===== src/design/rsl_pkg.sv =====
// ----------------------------------------------------------------------------
// rsl_pkg
// shared widths, constants and types of the radial spotlight luminance core
// ----------------------------------------------------------------------------
package rsl_pkg;

    // field widths
    localparam int COORD_BITS  = 12;
    localparam int LUMA_BITS   = 16;
    localparam int CENTER_BITS = 14;
    localparam int CFG_IDX_W   = 2;

    // configuration register indexes
    localparam logic [CFG_IDX_W-1:0] CFG_CENTER_X = CFG_IDX_W'(0);
    localparam logic [CFG_IDX_W-1:0] CFG_CENTER_Y = CFG_IDX_W'(1);

    // distance front end
    localparam int DIFF_W = ((COORD_BITS + 1 > CENTER_BITS) ? COORD_BITS + 1 : CENTER_BITS) + 1;
    localparam int MAG_W  = DIFF_W - 1;
    localparam int SQ_W   = 2 * MAG_W;
    localparam int SUM_W  = SQ_W + 1;

    // spotlight radius squared, 160 * 160
    localparam int INNER_LIMIT_SQ = 25600;
    localparam int S_W            = $clog2(INNER_LIMIT_SQ);
    localparam int FRAC_SHIFT     = 16;

    // square root chain
    localparam int ROOT_W = (S_W + FRAC_SHIFT + 1) / 2;
    localparam int N_W    = 2 * ROOT_W;
    localparam int REM_W  = ROOT_W + 3;

    // scaling: 200.0 in q8, and 0.2 of it for the outer ring
    localparam int FULL_SCALE_Q8 = 51200;
    localparam int OUTER_FACTOR  = FULL_SCALE_Q8 / 5;
    localparam int FACTOR_W      = 16;
    localparam int PROD_W        = LUMA_BITS + FACTOR_W;

    // 51200 = 2^11 * 25
    localparam int DIV_SHIFT = 11;
    localparam int DIV_ODD   = 25;
    localparam int Q_W       = PROD_W - DIV_SHIFT;
    localparam int RECIP     = (2 ** Q_W) / DIV_ODD;
    localparam int RECIP_W   = $clog2(RECIP + 1);

    // register stages from input transaction to result register
    localparam int PIPE_DEPTH = 3 + ROOT_W + 3;

    typedef struct packed {
        logic [N_W-1:0]       n;
        logic [REM_W-1:0]     rem;
        logic [ROOT_W-1:0]    root;
        logic [LUMA_BITS-1:0] luma;
        logic                 in_spot;
    } rsl_sqrt_t;

endpackage


===== src/design/rsl_if.sv =====
// ----------------------------------------------------------------------------
// rsl channel interfaces
// valid/ready channels for pixels, results and configuration writes
// ----------------------------------------------------------------------------
interface rsl_pix_if;
    import rsl_pkg::*;

    logic                  valid;
    logic                  ready;
    logic [COORD_BITS-1:0] pixel_x;
    logic [COORD_BITS-1:0] pixel_y;
    logic [LUMA_BITS-1:0]  luma_in;

    modport source (output valid, output pixel_x, output pixel_y, output luma_in,
                    input ready);
    modport sink   (input valid, input pixel_x, input pixel_y, input luma_in,
                    output ready);
endinterface

interface rsl_luma_if;
    import rsl_pkg::*;

    logic                 valid;
    logic                 ready;
    logic [LUMA_BITS-1:0] luma_out;

    modport source (output valid, output luma_out, input ready);
    modport sink   (input valid, input luma_out, output ready);
endinterface

interface rsl_cfg_if;
    import rsl_pkg::*;

    logic                   valid;
    logic                   ready;
    logic [CFG_IDX_W-1:0]   index;
    logic [CENTER_BITS-1:0] data;

    modport source (output valid, output index, output data, input ready);
    modport sink   (input valid, input index, input data, output ready);
endinterface


===== src/design/rsl_sqrt_cell.sv =====
// ----------------------------------------------------------------------------
// rsl_sqrt_cell
// one digit of the restoring square root, registered, with flow control
// ----------------------------------------------------------------------------
module rsl_sqrt_cell (
    input  logic              clk,
    input  logic              rst_n,
    input  logic              in_valid,
    output logic              in_ready,
    input  rsl_pkg::rsl_sqrt_t in_data,
    output logic              out_valid,
    input  logic              out_ready,
    output rsl_pkg::rsl_sqrt_t out_data
);
    import rsl_pkg::*;

    logic       valid_reg;
    logic       valid_next;
    rsl_sqrt_t  data_reg;
    rsl_sqrt_t  data_next;
    logic       en;

    logic [REM_W-1:0] rem_sh;
    logic [REM_W-1:0] trial;
    logic             ge;

    assign en       = !valid_reg || out_ready;
    assign in_ready = en;

    // bring down the next two radicand bits and try root*4+1
    always_comb
    begin
        rem_sh = {in_data.rem[REM_W-3:0], in_data.n[N_W-1 -: 2]};
        trial  = REM_W'({in_data.root, 2'b01});
        ge     = (rem_sh >= trial);

        data_next        = in_data;
        data_next.n      = {in_data.n[N_W-3:0], 2'b00};
        data_next.rem    = ge ? (rem_sh - trial) : rem_sh;
        data_next.root   = {in_data.root[ROOT_W-2:0], ge};
        valid_next       = in_valid;
    end

    always_ff @(posedge clk or negedge rst_n)
    begin
        if (!rst_n)
        begin
            valid_reg <= 1'b0;
        end
        else if (en)
        begin
            valid_reg <= valid_next;
        end
    end

    always_ff @(posedge clk)
    begin
        if (en)
        begin
            data_reg <= data_next;
        end
    end

    assign out_valid = valid_reg;
    assign out_data  = data_reg;

endmodule


===== src/design/rsl_scale.sv =====
// ----------------------------------------------------------------------------
// rsl_scale
// luminance times scale factor, then floor division by 51200 in three stages
// ----------------------------------------------------------------------------
module rsl_scale (
    input  logic                          clk,
    input  logic                          rst_n,
    input  logic                          in_valid,
    output logic                          in_ready,
    input  rsl_pkg::rsl_sqrt_t            in_data,
    output logic                          out_valid,
    input  logic                          out_ready,
    output logic [rsl_pkg::LUMA_BITS-1:0] out_luma
);
    import rsl_pkg::*;

    logic                 a_valid_reg;
    logic [Q_W-1:0]       a_q_reg;
    logic [Q_W-1:0]       a_q_next;
    logic                 b_valid_reg;
    logic [Q_W-1:0]       b_q_reg;
    logic [RECIP_W-1:0]   b_e_reg;
    logic [RECIP_W-1:0]   b_e_next;
    logic                 c_valid_reg;
    logic [LUMA_BITS-1:0] c_luma_reg;
    logic [LUMA_BITS-1:0] c_luma_next;
    logic                 a_en;
    logic                 b_en;
    logic                 c_en;

    logic [FACTOR_W-1:0]      factor;
    logic [PROD_W-1:0]        prod;
    logic [Q_W+RECIP_W-1:0]   mq;
    logic [Q_W-1:0]           e25;
    logic [Q_W-1:0]           rem;
    logic [RECIP_W-1:0]       e_inc;

    assign c_en     = !c_valid_reg || out_ready;
    assign b_en     = !b_valid_reg || c_en;
    assign a_en     = !a_valid_reg || b_en;
    assign in_ready = a_en;

    // stage a: product, low 11 bits dropped (the power-of-two part of 51200)
    always_comb
    begin
        factor   = in_data.in_spot ? FACTOR_W'(FULL_SCALE_Q8 - int'(in_data.root))
                                   : FACTOR_W'(OUTER_FACTOR);
        prod     = {{FACTOR_W{1'b0}}, in_data.luma} * {{LUMA_BITS{1'b0}}, factor};
        a_q_next = prod[PROD_W-1:DIV_SHIFT];
    end

    // stage b: quotient estimate by reciprocal, low by at most one
    always_comb
    begin
        mq       = {{RECIP_W{1'b0}}, a_q_reg} * {{Q_W{1'b0}}, RECIP_W'(RECIP)};
        b_e_next = mq[Q_W+RECIP_W-1:Q_W];
    end

    // stage c: one compare and increment
    always_comb
    begin
        e25         = Q_W'({{(Q_W-RECIP_W){1'b0}}, b_e_reg} * Q_W'(DIV_ODD));
        rem         = b_q_reg - e25;
        e_inc       = b_e_reg + RECIP_W'(1);
        c_luma_next = (rem >= Q_W'(DIV_ODD)) ? e_inc[LUMA_BITS-1:0]
                                             : b_e_reg[LUMA_BITS-1:0];
    end

    always_ff @(posedge clk or negedge rst_n)
    begin
        if (!rst_n)
        begin
            a_valid_reg <= 1'b0;
            b_valid_reg <= 1'b0;
            c_valid_reg <= 1'b0;
        end
        else
        begin
            if (a_en)
            begin
                a_valid_reg <= in_valid;
            end
            if (b_en)
            begin
                b_valid_reg <= a_valid_reg;
            end
            if (c_en)
            begin
                c_valid_reg <= b_valid_reg;
            end
        end
    end

    always_ff @(posedge clk)
    begin
        if (a_en)
        begin
            a_q_reg <= a_q_next;
        end
        if (b_en)
        begin
            b_q_reg <= a_q_reg;
            b_e_reg <= b_e_next;
        end
        if (c_en)
        begin
            c_luma_reg <= c_luma_next;
        end
    end

    assign out_valid = c_valid_reg;
    assign out_luma  = c_luma_reg;

endmodule


===== src/design/radial_spotlight_luminance_core.sv =====
// ----------------------------------------------------------------------------
// radial_spotlight_luminance_core
// radial spotlight vignette on a pixel stream
// ----------------------------------------------------------------------------
// pipeline: 22 register stages (3 distance stages, 16 square root cells,
//   3 scaling stages)
// throughput: one pixel per cycle while results are taken; every stage is one
//   register that moves when its successor has room, so a stalled result only holds back the
//   stages behind it once they are full
// reset: clears all stage valid bits and both centre registers to zero
// ----------------------------------------------------------------------------
module radial_spotlight_luminance_core (
    input  logic   clk,
    input  logic   rst_n,
    rsl_cfg_if.sink    cfg,
    rsl_pix_if.sink    pix,
    rsl_luma_if.source res
);
    import rsl_pkg::*;

    // ------------------------------------------------------------------
    // configuration registers, always ready
    // ------------------------------------------------------------------
    logic [CENTER_BITS-1:0] center_x_reg;
    logic [CENTER_BITS-1:0] center_y_reg;

    assign cfg.ready = 1'b1;

    always_ff @(posedge clk or negedge rst_n)
    begin
        if (!rst_n)
        begin
            center_x_reg <= '0;
            center_y_reg <= '0;
        end
        else if (cfg.valid)
        begin
            unique case (cfg.index)
                CFG_CENTER_X: center_x_reg <= cfg.data;
                CFG_CENTER_Y: center_y_reg <= cfg.data;
                default:      ;  // unknown index, write ignored
            endcase
        end
    end

    // ------------------------------------------------------------------
    // stage 1: |dx| and |dy|
    // ------------------------------------------------------------------
    logic                 s1_valid_reg;
    logic                 s1_en;
    logic [MAG_W-1:0]     s1_adx_reg;
    logic [MAG_W-1:0]     s1_ady_reg;
    logic [LUMA_BITS-1:0] s1_luma_reg;
    logic [MAG_W-1:0]     s1_adx_next;
    logic [MAG_W-1:0]     s1_ady_next;
    logic [DIFF_W-1:0]    dx;
    logic [DIFF_W-1:0]    dy;
    logic [DIFF_W-1:0]    dx_neg;
    logic [DIFF_W-1:0]    dy_neg;

    always_comb
    begin
        // pixel coordinates zero extended, centre sign extended
        dx = {{(DIFF_W-COORD_BITS){1'b0}}, pix.pixel_x}
           - {{(DIFF_W-CENTER_BITS){center_x_reg[CENTER_BITS-1]}}, center_x_reg};
        dy = {{(DIFF_W-COORD_BITS){1'b0}}, pix.pixel_y}
           - {{(DIFF_W-CENTER_BITS){center_y_reg[CENTER_BITS-1]}}, center_y_reg};
        dx_neg = ~dx + DIFF_W'(1);
        dy_neg = ~dy + DIFF_W'(1);
        s1_adx_next = dx[DIFF_W-1] ? dx_neg[MAG_W-1:0] : dx[MAG_W-1:0];
        s1_ady_next = dy[DIFF_W-1] ? dy_neg[MAG_W-1:0] : dy[MAG_W-1:0];
    end

    // ------------------------------------------------------------------
    // stage 2: squares
    // ------------------------------------------------------------------
    logic                 s2_valid_reg;
    logic                 s2_en;
    logic [SQ_W-1:0]      s2_sqx_reg;
    logic [SQ_W-1:0]      s2_sqy_reg;
    logic [LUMA_BITS-1:0] s2_luma_reg;
    logic [SQ_W-1:0]      s2_sqx_next;
    logic [SQ_W-1:0]      s2_sqy_next;

    always_comb
    begin
        s2_sqx_next = {{MAG_W{1'b0}}, s1_adx_reg} * {{MAG_W{1'b0}}, s1_adx_reg};
        s2_sqy_next = {{MAG_W{1'b0}}, s1_ady_reg} * {{MAG_W{1'b0}}, s1_ady_reg};
    end

    // ------------------------------------------------------------------
    // stage 3: squared distance, spotlight test, radicand s * 65536
    // ------------------------------------------------------------------
    logic            s3_valid_reg;
    logic            s3_en;
    rsl_sqrt_t       s3_data_reg;
    rsl_sqrt_t       s3_data_next;
    logic [SUM_W-1:0] dist_sq;

    always_comb
    begin
        dist_sq = {1'b0, s2_sqx_reg} + {1'b0, s2_sqy_reg};
        s3_data_next.in_spot = (dist_sq < SUM_W'(INNER_LIMIT_SQ));
        // outside the spotlight the root is never used, truncation is harmless
        s3_data_next.n       = {{(N_W-S_W-FRAC_SHIFT){1'b0}}, dist_sq[S_W-1:0],
                                {FRAC_SHIFT{1'b0}}};
        s3_data_next.rem     = '0;
        s3_data_next.root    = '0;
        s3_data_next.luma    = s2_luma_reg;
    end

    // ------------------------------------------------------------------
    // front-end flow control, one ready chain back from the root chain
    // ------------------------------------------------------------------
    logic cell_valid [ROOT_W+1];
    logic cell_ready [ROOT_W+1];
    rsl_sqrt_t cell_data [ROOT_W+1];

    assign s3_en     = !s3_valid_reg || cell_ready[0];
    assign s2_en     = !s2_valid_reg || s3_en;
    assign s1_en     = !s1_valid_reg || s2_en;
    assign pix.ready = s1_en;

    always_ff @(posedge clk or negedge rst_n)
    begin
        if (!rst_n)
        begin
            s1_valid_reg <= 1'b0;
            s2_valid_reg <= 1'b0;
            s3_valid_reg <= 1'b0;
        end
        else
        begin
            if (s1_en)
            begin
                s1_valid_reg <= pix.valid;
            end
            if (s2_en)
            begin
                s2_valid_reg <= s1_valid_reg;
            end
            if (s3_en)
            begin
                s3_valid_reg <= s2_valid_reg;
            end
        end
    end

    always_ff @(posedge clk)
    begin
        if (s1_en)
        begin
            s1_adx_reg  <= s1_adx_next;
            s1_ady_reg  <= s1_ady_next;
            s1_luma_reg <= pix.luma_in;
        end
        if (s2_en)
        begin
            s2_sqx_reg  <= s2_sqx_next;
            s2_sqy_reg  <= s2_sqy_next;
            s2_luma_reg <= s1_luma_reg;
        end
        if (s3_en)
        begin
            s3_data_reg <= s3_data_next;
        end
    end

    // ------------------------------------------------------------------
    // square root: one cell per root bit, two radicand bits per cell
    // ------------------------------------------------------------------
    assign cell_valid[0] = s3_valid_reg;
    assign cell_data[0]  = s3_data_reg;

    for (genvar k = 0; k < ROOT_W; k++)
    begin : g_cell
        rsl_sqrt_cell u_cell (
            .clk       (clk),
            .rst_n     (rst_n),
            .in_valid  (cell_valid[k]),
            .in_ready  (cell_ready[k]),
            .in_data   (cell_data[k]),
            .out_valid (cell_valid[k+1]),
            .out_ready (cell_ready[k+1]),
            .out_data  (cell_data[k+1])
        );
    end

    // ------------------------------------------------------------------
    // scaling and result register
    // ------------------------------------------------------------------
    rsl_scale u_scale (
        .clk       (clk),
        .rst_n     (rst_n),
        .in_valid  (cell_valid[ROOT_W]),
        .in_ready  (cell_ready[ROOT_W]),
        .in_data   (cell_data[ROOT_W]),
        .out_valid (res.valid),
        .out_ready (res.ready),
        .out_luma  (res.luma_out)
    );

endmodule


===== src/flat_wrapper.sv =====
// flat-port wrapper written by rule: the top's interface ports become plain ports
module radial_spotlight_luminance_core_flat import rsl_pkg::*;
  (clk, rst_n, cfg_valid, cfg_index, cfg_data, cfg_ready, pix_valid, pix_pixel_x, pix_pixel_y, pix_luma_in, pix_ready, res_valid, res_luma_out, res_ready);
  rsl_cfg_if cfg_i ();
  rsl_pix_if pix_i ();
  rsl_luma_if res_i ();
  input  logic clk;
  input  logic rst_n;
  input wire logic [$bits(cfg_i.valid)-1:0] cfg_valid;
  input wire logic [$bits(cfg_i.index)-1:0] cfg_index;
  input wire logic [$bits(cfg_i.data)-1:0] cfg_data;
  output wire logic [$bits(cfg_i.ready)-1:0] cfg_ready;
  input wire logic [$bits(pix_i.valid)-1:0] pix_valid;
  input wire logic [$bits(pix_i.pixel_x)-1:0] pix_pixel_x;
  input wire logic [$bits(pix_i.pixel_y)-1:0] pix_pixel_y;
  input wire logic [$bits(pix_i.luma_in)-1:0] pix_luma_in;
  output wire logic [$bits(pix_i.ready)-1:0] pix_ready;
  output wire logic [$bits(res_i.valid)-1:0] res_valid;
  output wire logic [$bits(res_i.luma_out)-1:0] res_luma_out;
  input wire logic [$bits(res_i.ready)-1:0] res_ready;
  assign cfg_i.valid = cfg_valid;
  assign cfg_i.index = cfg_index;
  assign cfg_i.data = cfg_data;
  assign cfg_ready = cfg_i.ready;
  assign pix_i.valid = pix_valid;
  assign pix_i.pixel_x = pix_pixel_x;
  assign pix_i.pixel_y = pix_pixel_y;
  assign pix_i.luma_in = pix_luma_in;
  assign pix_ready = pix_i.ready;
  assign res_valid = res_i.valid;
  assign res_luma_out = res_i.luma_out;
  assign res_i.ready = res_ready;
  radial_spotlight_luminance_core u_core (.clk(clk), .rst_n(rst_n), .cfg(cfg_i), .pix(pix_i), .res(res_i));
endmodule

===== config.mk =====
export PLATFORM = sky130hd
export DESIGN_NAME = radial_spotlight_luminance_core_flat
export DESIGN_NICKNAME = d
export VERILOG_FILES = /design/src/design/rsl_pkg.sv /design/src/design/rsl_if.sv /design/src/design/rsl_sqrt_cell.sv /design/src/design/rsl_scale.sv /design/src/design/radial_spotlight_luminance_core.sv /design/src/flat_wrapper.sv
export SDC_FILE = /design/constraint.sdc
export NUM_CORES = 2
export LEC_CHECK = 0
export BUFFER_PORTS_ARGS = -buffer_cell sky130_fd_sc_hd__buf_2
export CAP_MARGIN = 20
export CORE_AREA = 3 3 678 343
export DETAILED_ROUTE_END_ITERATION = 10
export DIE_AREA = 0 0 681 346
export GPL_ROUTABILITY_DRIVEN = 0
export SYNTH_ARGS = -nofsm -noshare
export SYNTH_HDL_FRONTEND = slang
export SYNTH_SLANG_ARGS = --single-unit

===== constraint.sdc =====
create_clock -name clk -period 16.9 [get_ports clk]
set_input_delay 0.845 -clock clk [delete_from_list [all_inputs] [get_ports clk]]
set_output_delay 0.845 -clock clk [all_outputs]
set_load 0.02 [all_outputs]

==> out/qor.txt <==
======================================================================================================
Antenna-violating nets left                                                                          0
Required arrival time at the worst endpoint                                                   17.28 ns
Buffers added on ports                                                                              78
Number of buffers added by the clock tree synthesis step                                            89
Unrepaired setup endpoints after global routing                                                     no
Global Route Usage Sum                                                                           0.124
Critical path start-end classification                                                      reg -> reg
Ratio of final minimum period to clock period                                                    0.587
Worst-Skew Late Latency                                                                        0.70 ns
Endpoints failing setup                                                                              0
Cell taking the most area after synthesis                                                 sky130_fd_sc_hd__edfxtp_1
IO Pins                                                                                             80
Yosys cell types                                                                                    86
Share of the synthesized area in the top cell type                                               0.402
Final TNS setup                                                                                   0 ns
Number of cells traversed by the worst register-to-register path                                    27
Clk buf depth                                                                                        3
Count of flip-flops with a built-in enable after synthesis                                         910
DRC viols                                                                                            0
Global-route wire length before repair                                                       235000 um
Detailed-routing iteration count for the pre-antenna-repair pass                                     6
Post-detailed-placement half-perimeter wirelength                                            115000 um
Final setup skew                                                                             0.0585 ns
Register-to-register path setup slack                                                          6.98 ns
Final critical-path required period                                                            9.92 ns
Via density                                                                                       4.58
Layout cells sized above 1                                                                      0.0623
Yosys warns                                                                                          0
CTS Sinks                                                                                          960
Endpoint kind of the worst setup timing path                                                 flip-flop
Hold buffer count at CTS                                                                             0
Async set-or-reset flop fraction in the synthesized netlist                                     0.0521
Largest fanout on the critical path                                                                 10
Violation count after the first detailed-route iteration                                          3017
Arrival @ worst endpoint                                                                      10.31 ns
Number of pins exceeding their max-slew limit in the final report                                    0
Library cell with the highest instance count after synthesis                              sky130_fd_sc_hd__inv_1
Seq/Total Area, Yosys                                                                            0.420
Count of mapped cells out of synthesis                                                            5705
Die Footprint                                                                               236000 um2
# Post-CTS Setup Buffers                                                                             0
Netlist area before placement                                                                68000 um2
Most frequent cells after synthesis                                                       sky130_fd_sc_hd__inv_1, sky130_fd_sc_hd__edfxtp_1, sky130_fd_sc_hd__ha_1
Via count of the first global-routing pass                                                       41577
Max reg flops                                                                                      689
Max Freq                                                                                       101 MHz
CTS tree                                                                                         built
Run status                                                                                   completed
Filler cell count                                                                                22409
Startpoint of the worst setup timing path                                                 u_core.g_cell[15].u_cell.out_data[22]$_DFFE_PP_
Flip-flop and latch count after synthesis                                                          960
Relative slew margins                                                                            0.296
Core Region                                                                                 227000 um2
Via count of the routed design                                                                   40815
Routed WL                                                                                    146000 um
Global route overflow                                                                                0
Average routed wire per standard cell                                                          16.4 um
Main area contributors after synthesis                                                    sky130_fd_sc_hd__edfxtp_1, sky130_fd_sc_hd__fa_1, sky130_fd_sc_hd__ha_1, sky130_fd_sc_hd__inv_1, sky130_fd_sc_hd__xnor2_1
Measured slew at the worst slew-check pin                                                      1.05 ns
Post-Synthesis Net Count                                                                          7074
Maximum number of pins on one net before global-route repair                                       101
Starting density of the core                                                                     0.299
Horiz. Die Dim                                                                                  681 um
Post-synth top flop                                                                       sky130_fd_sc_hd__edfxtp_1
Root buffer selected by CTS                                                               sky130_fd_sc_hd__clkbuf_16
Termination of the worst setup path                                                       u_core.u_scale.a_q_reg[19]$_DFFE_PP_
Die height                                                                                      346 um
Clock transition at the register clock pins on the worst setup and hold paths after CTS        0.07 ns
Reported max-cap violation count                                                                     0
Startpoint of the lowest-slack register-to-register path                                  u_core.g_cell[15].u_cell.out_data[22]$_DFFE_PP_
H-tree lvl count                                                                                     3
Post-Syn Area per Cell                                                                        11.9 um2
Number of resized instances in the post-cts repair step                                              0
Final Hold Fails                                                                                     0
Area Growth Syn to Fin                                                                           10.6%
Worst hold-check path type                                                                 in -> async
Number of nets in the finished design                                                             7171
Worst Setup Start Kind                                                                       flip-flop
End of the worst register-to-register path                                                u_core.u_scale.a_q_reg[19]$_DFFE_PP_
Antenna violations before repair                                                                     4
Number of placement rows                                                                           124
======================================================================================================
[routing by layer]
metal	GRT usage	wire, um	share of wire	up-vias
li1	-	-	-	19533
met4	0.0195	1910	0.013	0
met3	0.0297	10800	0.074	131
met2	0.162	54400	0.37	1091
met1	0.204	78600	0.54	20060
met5	0	0	0	-
[cells by family after synthesis]
| family | after synthesis | synth area share |
|---|---|---|
| xor+xnor | 327 | 0.0421 |
| fa+ha+maj | 1308 | 0.307 |
| compound gates | 700 | 0.0663 |
| mux | 63 | 0.0103 |
| flops | 960 | 0.420 |
| other cells | 2 | 0.000110 |
| buf+inv | 1050 | 0.0582 |
| simple gates | 1295 | 0.0957 |
[stage by stage]
stage / hold slack [ns] / cell area [um2] / utilization / worst slack (ns) / cells
2_1_floorplan: 0.400 / 68000 / - / 8.32 / 5705
3_3_place_gp: 0.403 / 72100 / 0.317 / 7.58 / 8730
3_5_place_dp: 0.405 / 72100 / 0.317 / 7.16 / 8730
4_1_cts: 0.256 / 75100 / 0.330 / 7.07 / 8896
5_1_grt: 0.265 / 75200 / 0.331 / 6.45 / 8902
6_report: 0.291 / 75200 / 0.331 / 6.98 / 8904
[placed cells by master, fill, tap and decap left out, drive strengths merged, types with 50 or more instances in the layout]
master,count
a21o,75
a21oi,212
and2,159
and3,110
buf,115
clkbuf,99
dfrtp,50
edfxtp,910
fa,604
ha,704
inv,942
mux2,52
nand2,370
nand2b,69
nand3,54
nor2,260
nor3,66
o21ai,150
xnor2,216
xor2,111
[how the worst min path moves through the flow]
stage	startpoint	endpoint	slack, ns	cells after the start
after floorplan	u_core.s2_luma_reg[0]$_DFFE_PP_	u_core.cell_data[1345]$_DFFE_PP_	0.40	0
after global placement	u_core.g_cell[4].u_cell.out_data[2]$_DFFE_PP_	u_core.g_cell[5].u_cell.out_data[2]$_DFFE_PP_	0.40	0
after detailed placement	u_core.cell_data[1416]$_DFFE_PP_	u_core.g_cell[0].u_cell.out_data[74]$_DFFE_PP_	0.40	0
after CTS	pix_luma_in[12]	u_core.s1_luma_reg[12]$_DFFE_PP_	0.26	1
after global routing	pix_luma_in[12]	u_core.s1_luma_reg[12]$_DFFE_PP_	0.27	1
final	rst_n	u_core.center_x_reg[3]$_DFFE_PN0P_	0.29	2
[critical path, stage by stage (launching register included)]
cell,delay [ns]
sky130_fd_sc_hd__edfxtp_1,0.43
sky130_fd_sc_hd__or4_1,0.63
sky130_fd_sc_hd__nor4_1,0.56
sky130_fd_sc_hd__nand2b_1,0.17
sky130_fd_sc_hd__o21ai_0,0.37
sky130_fd_sc_hd__xnor2_1,0.43
sky130_fd_sc_hd__and2_1,0.57
sky130_fd_sc_hd__nand2_1,0.16
sky130_fd_sc_hd__fa_1,0.57
sky130_fd_sc_hd__inv_1,0.05
sky130_fd_sc_hd__fa_1,0.47
sky130_fd_sc_hd__fa_1,0.52
sky130_fd_sc_hd__fa_1,0.53
sky130_fd_sc_hd__fa_1,0.56
sky130_fd_sc_hd__inv_1,0.06
sky130_fd_sc_hd__fa_1,0.53
sky130_fd_sc_hd__inv_1,0.04
sky130_fd_sc_hd__ha_1,0.33
sky130_fd_sc_hd__a2111o_1,0.47
sky130_fd_sc_hd__a211o_1,0.31
sky130_fd_sc_hd__a2111oi_0,0.40
sky130_fd_sc_hd__o21ai_0,0.16
sky130_fd_sc_hd__o211a_1,0.23
sky130_fd_sc_hd__o211a_1,0.28
sky130_fd_sc_hd__o21a_1,0.19
sky130_fd_sc_hd__o21ai_0,0.30
sky130_fd_sc_hd__a21boi_0,0.17
sky130_fd_sc_hd__xor2_1,0.17
[final cells by class]
class | instances | area, um2 | area share
Multi-Input combinational cell | 3695 | 35500 | 0.472
Sequential cell | 960 | 28600 | 0.380
Tap cell | 3024 | 3780 | 0.0503
Inverter | 941 | 3530 | 0.0469
Clock buffer | 99 | 2290 | 0.0304
Clock inverter | 67 | 773 | 0.0103
Timing Repair Buffer | 115 | 738 | 0.00981
Antenna cell | 3 | 7.51 | 0.0000998
Power is left out: the tool's default activity adds up to more than one toggle a clock period on the data nets, which glitch-free logic cannot reach.
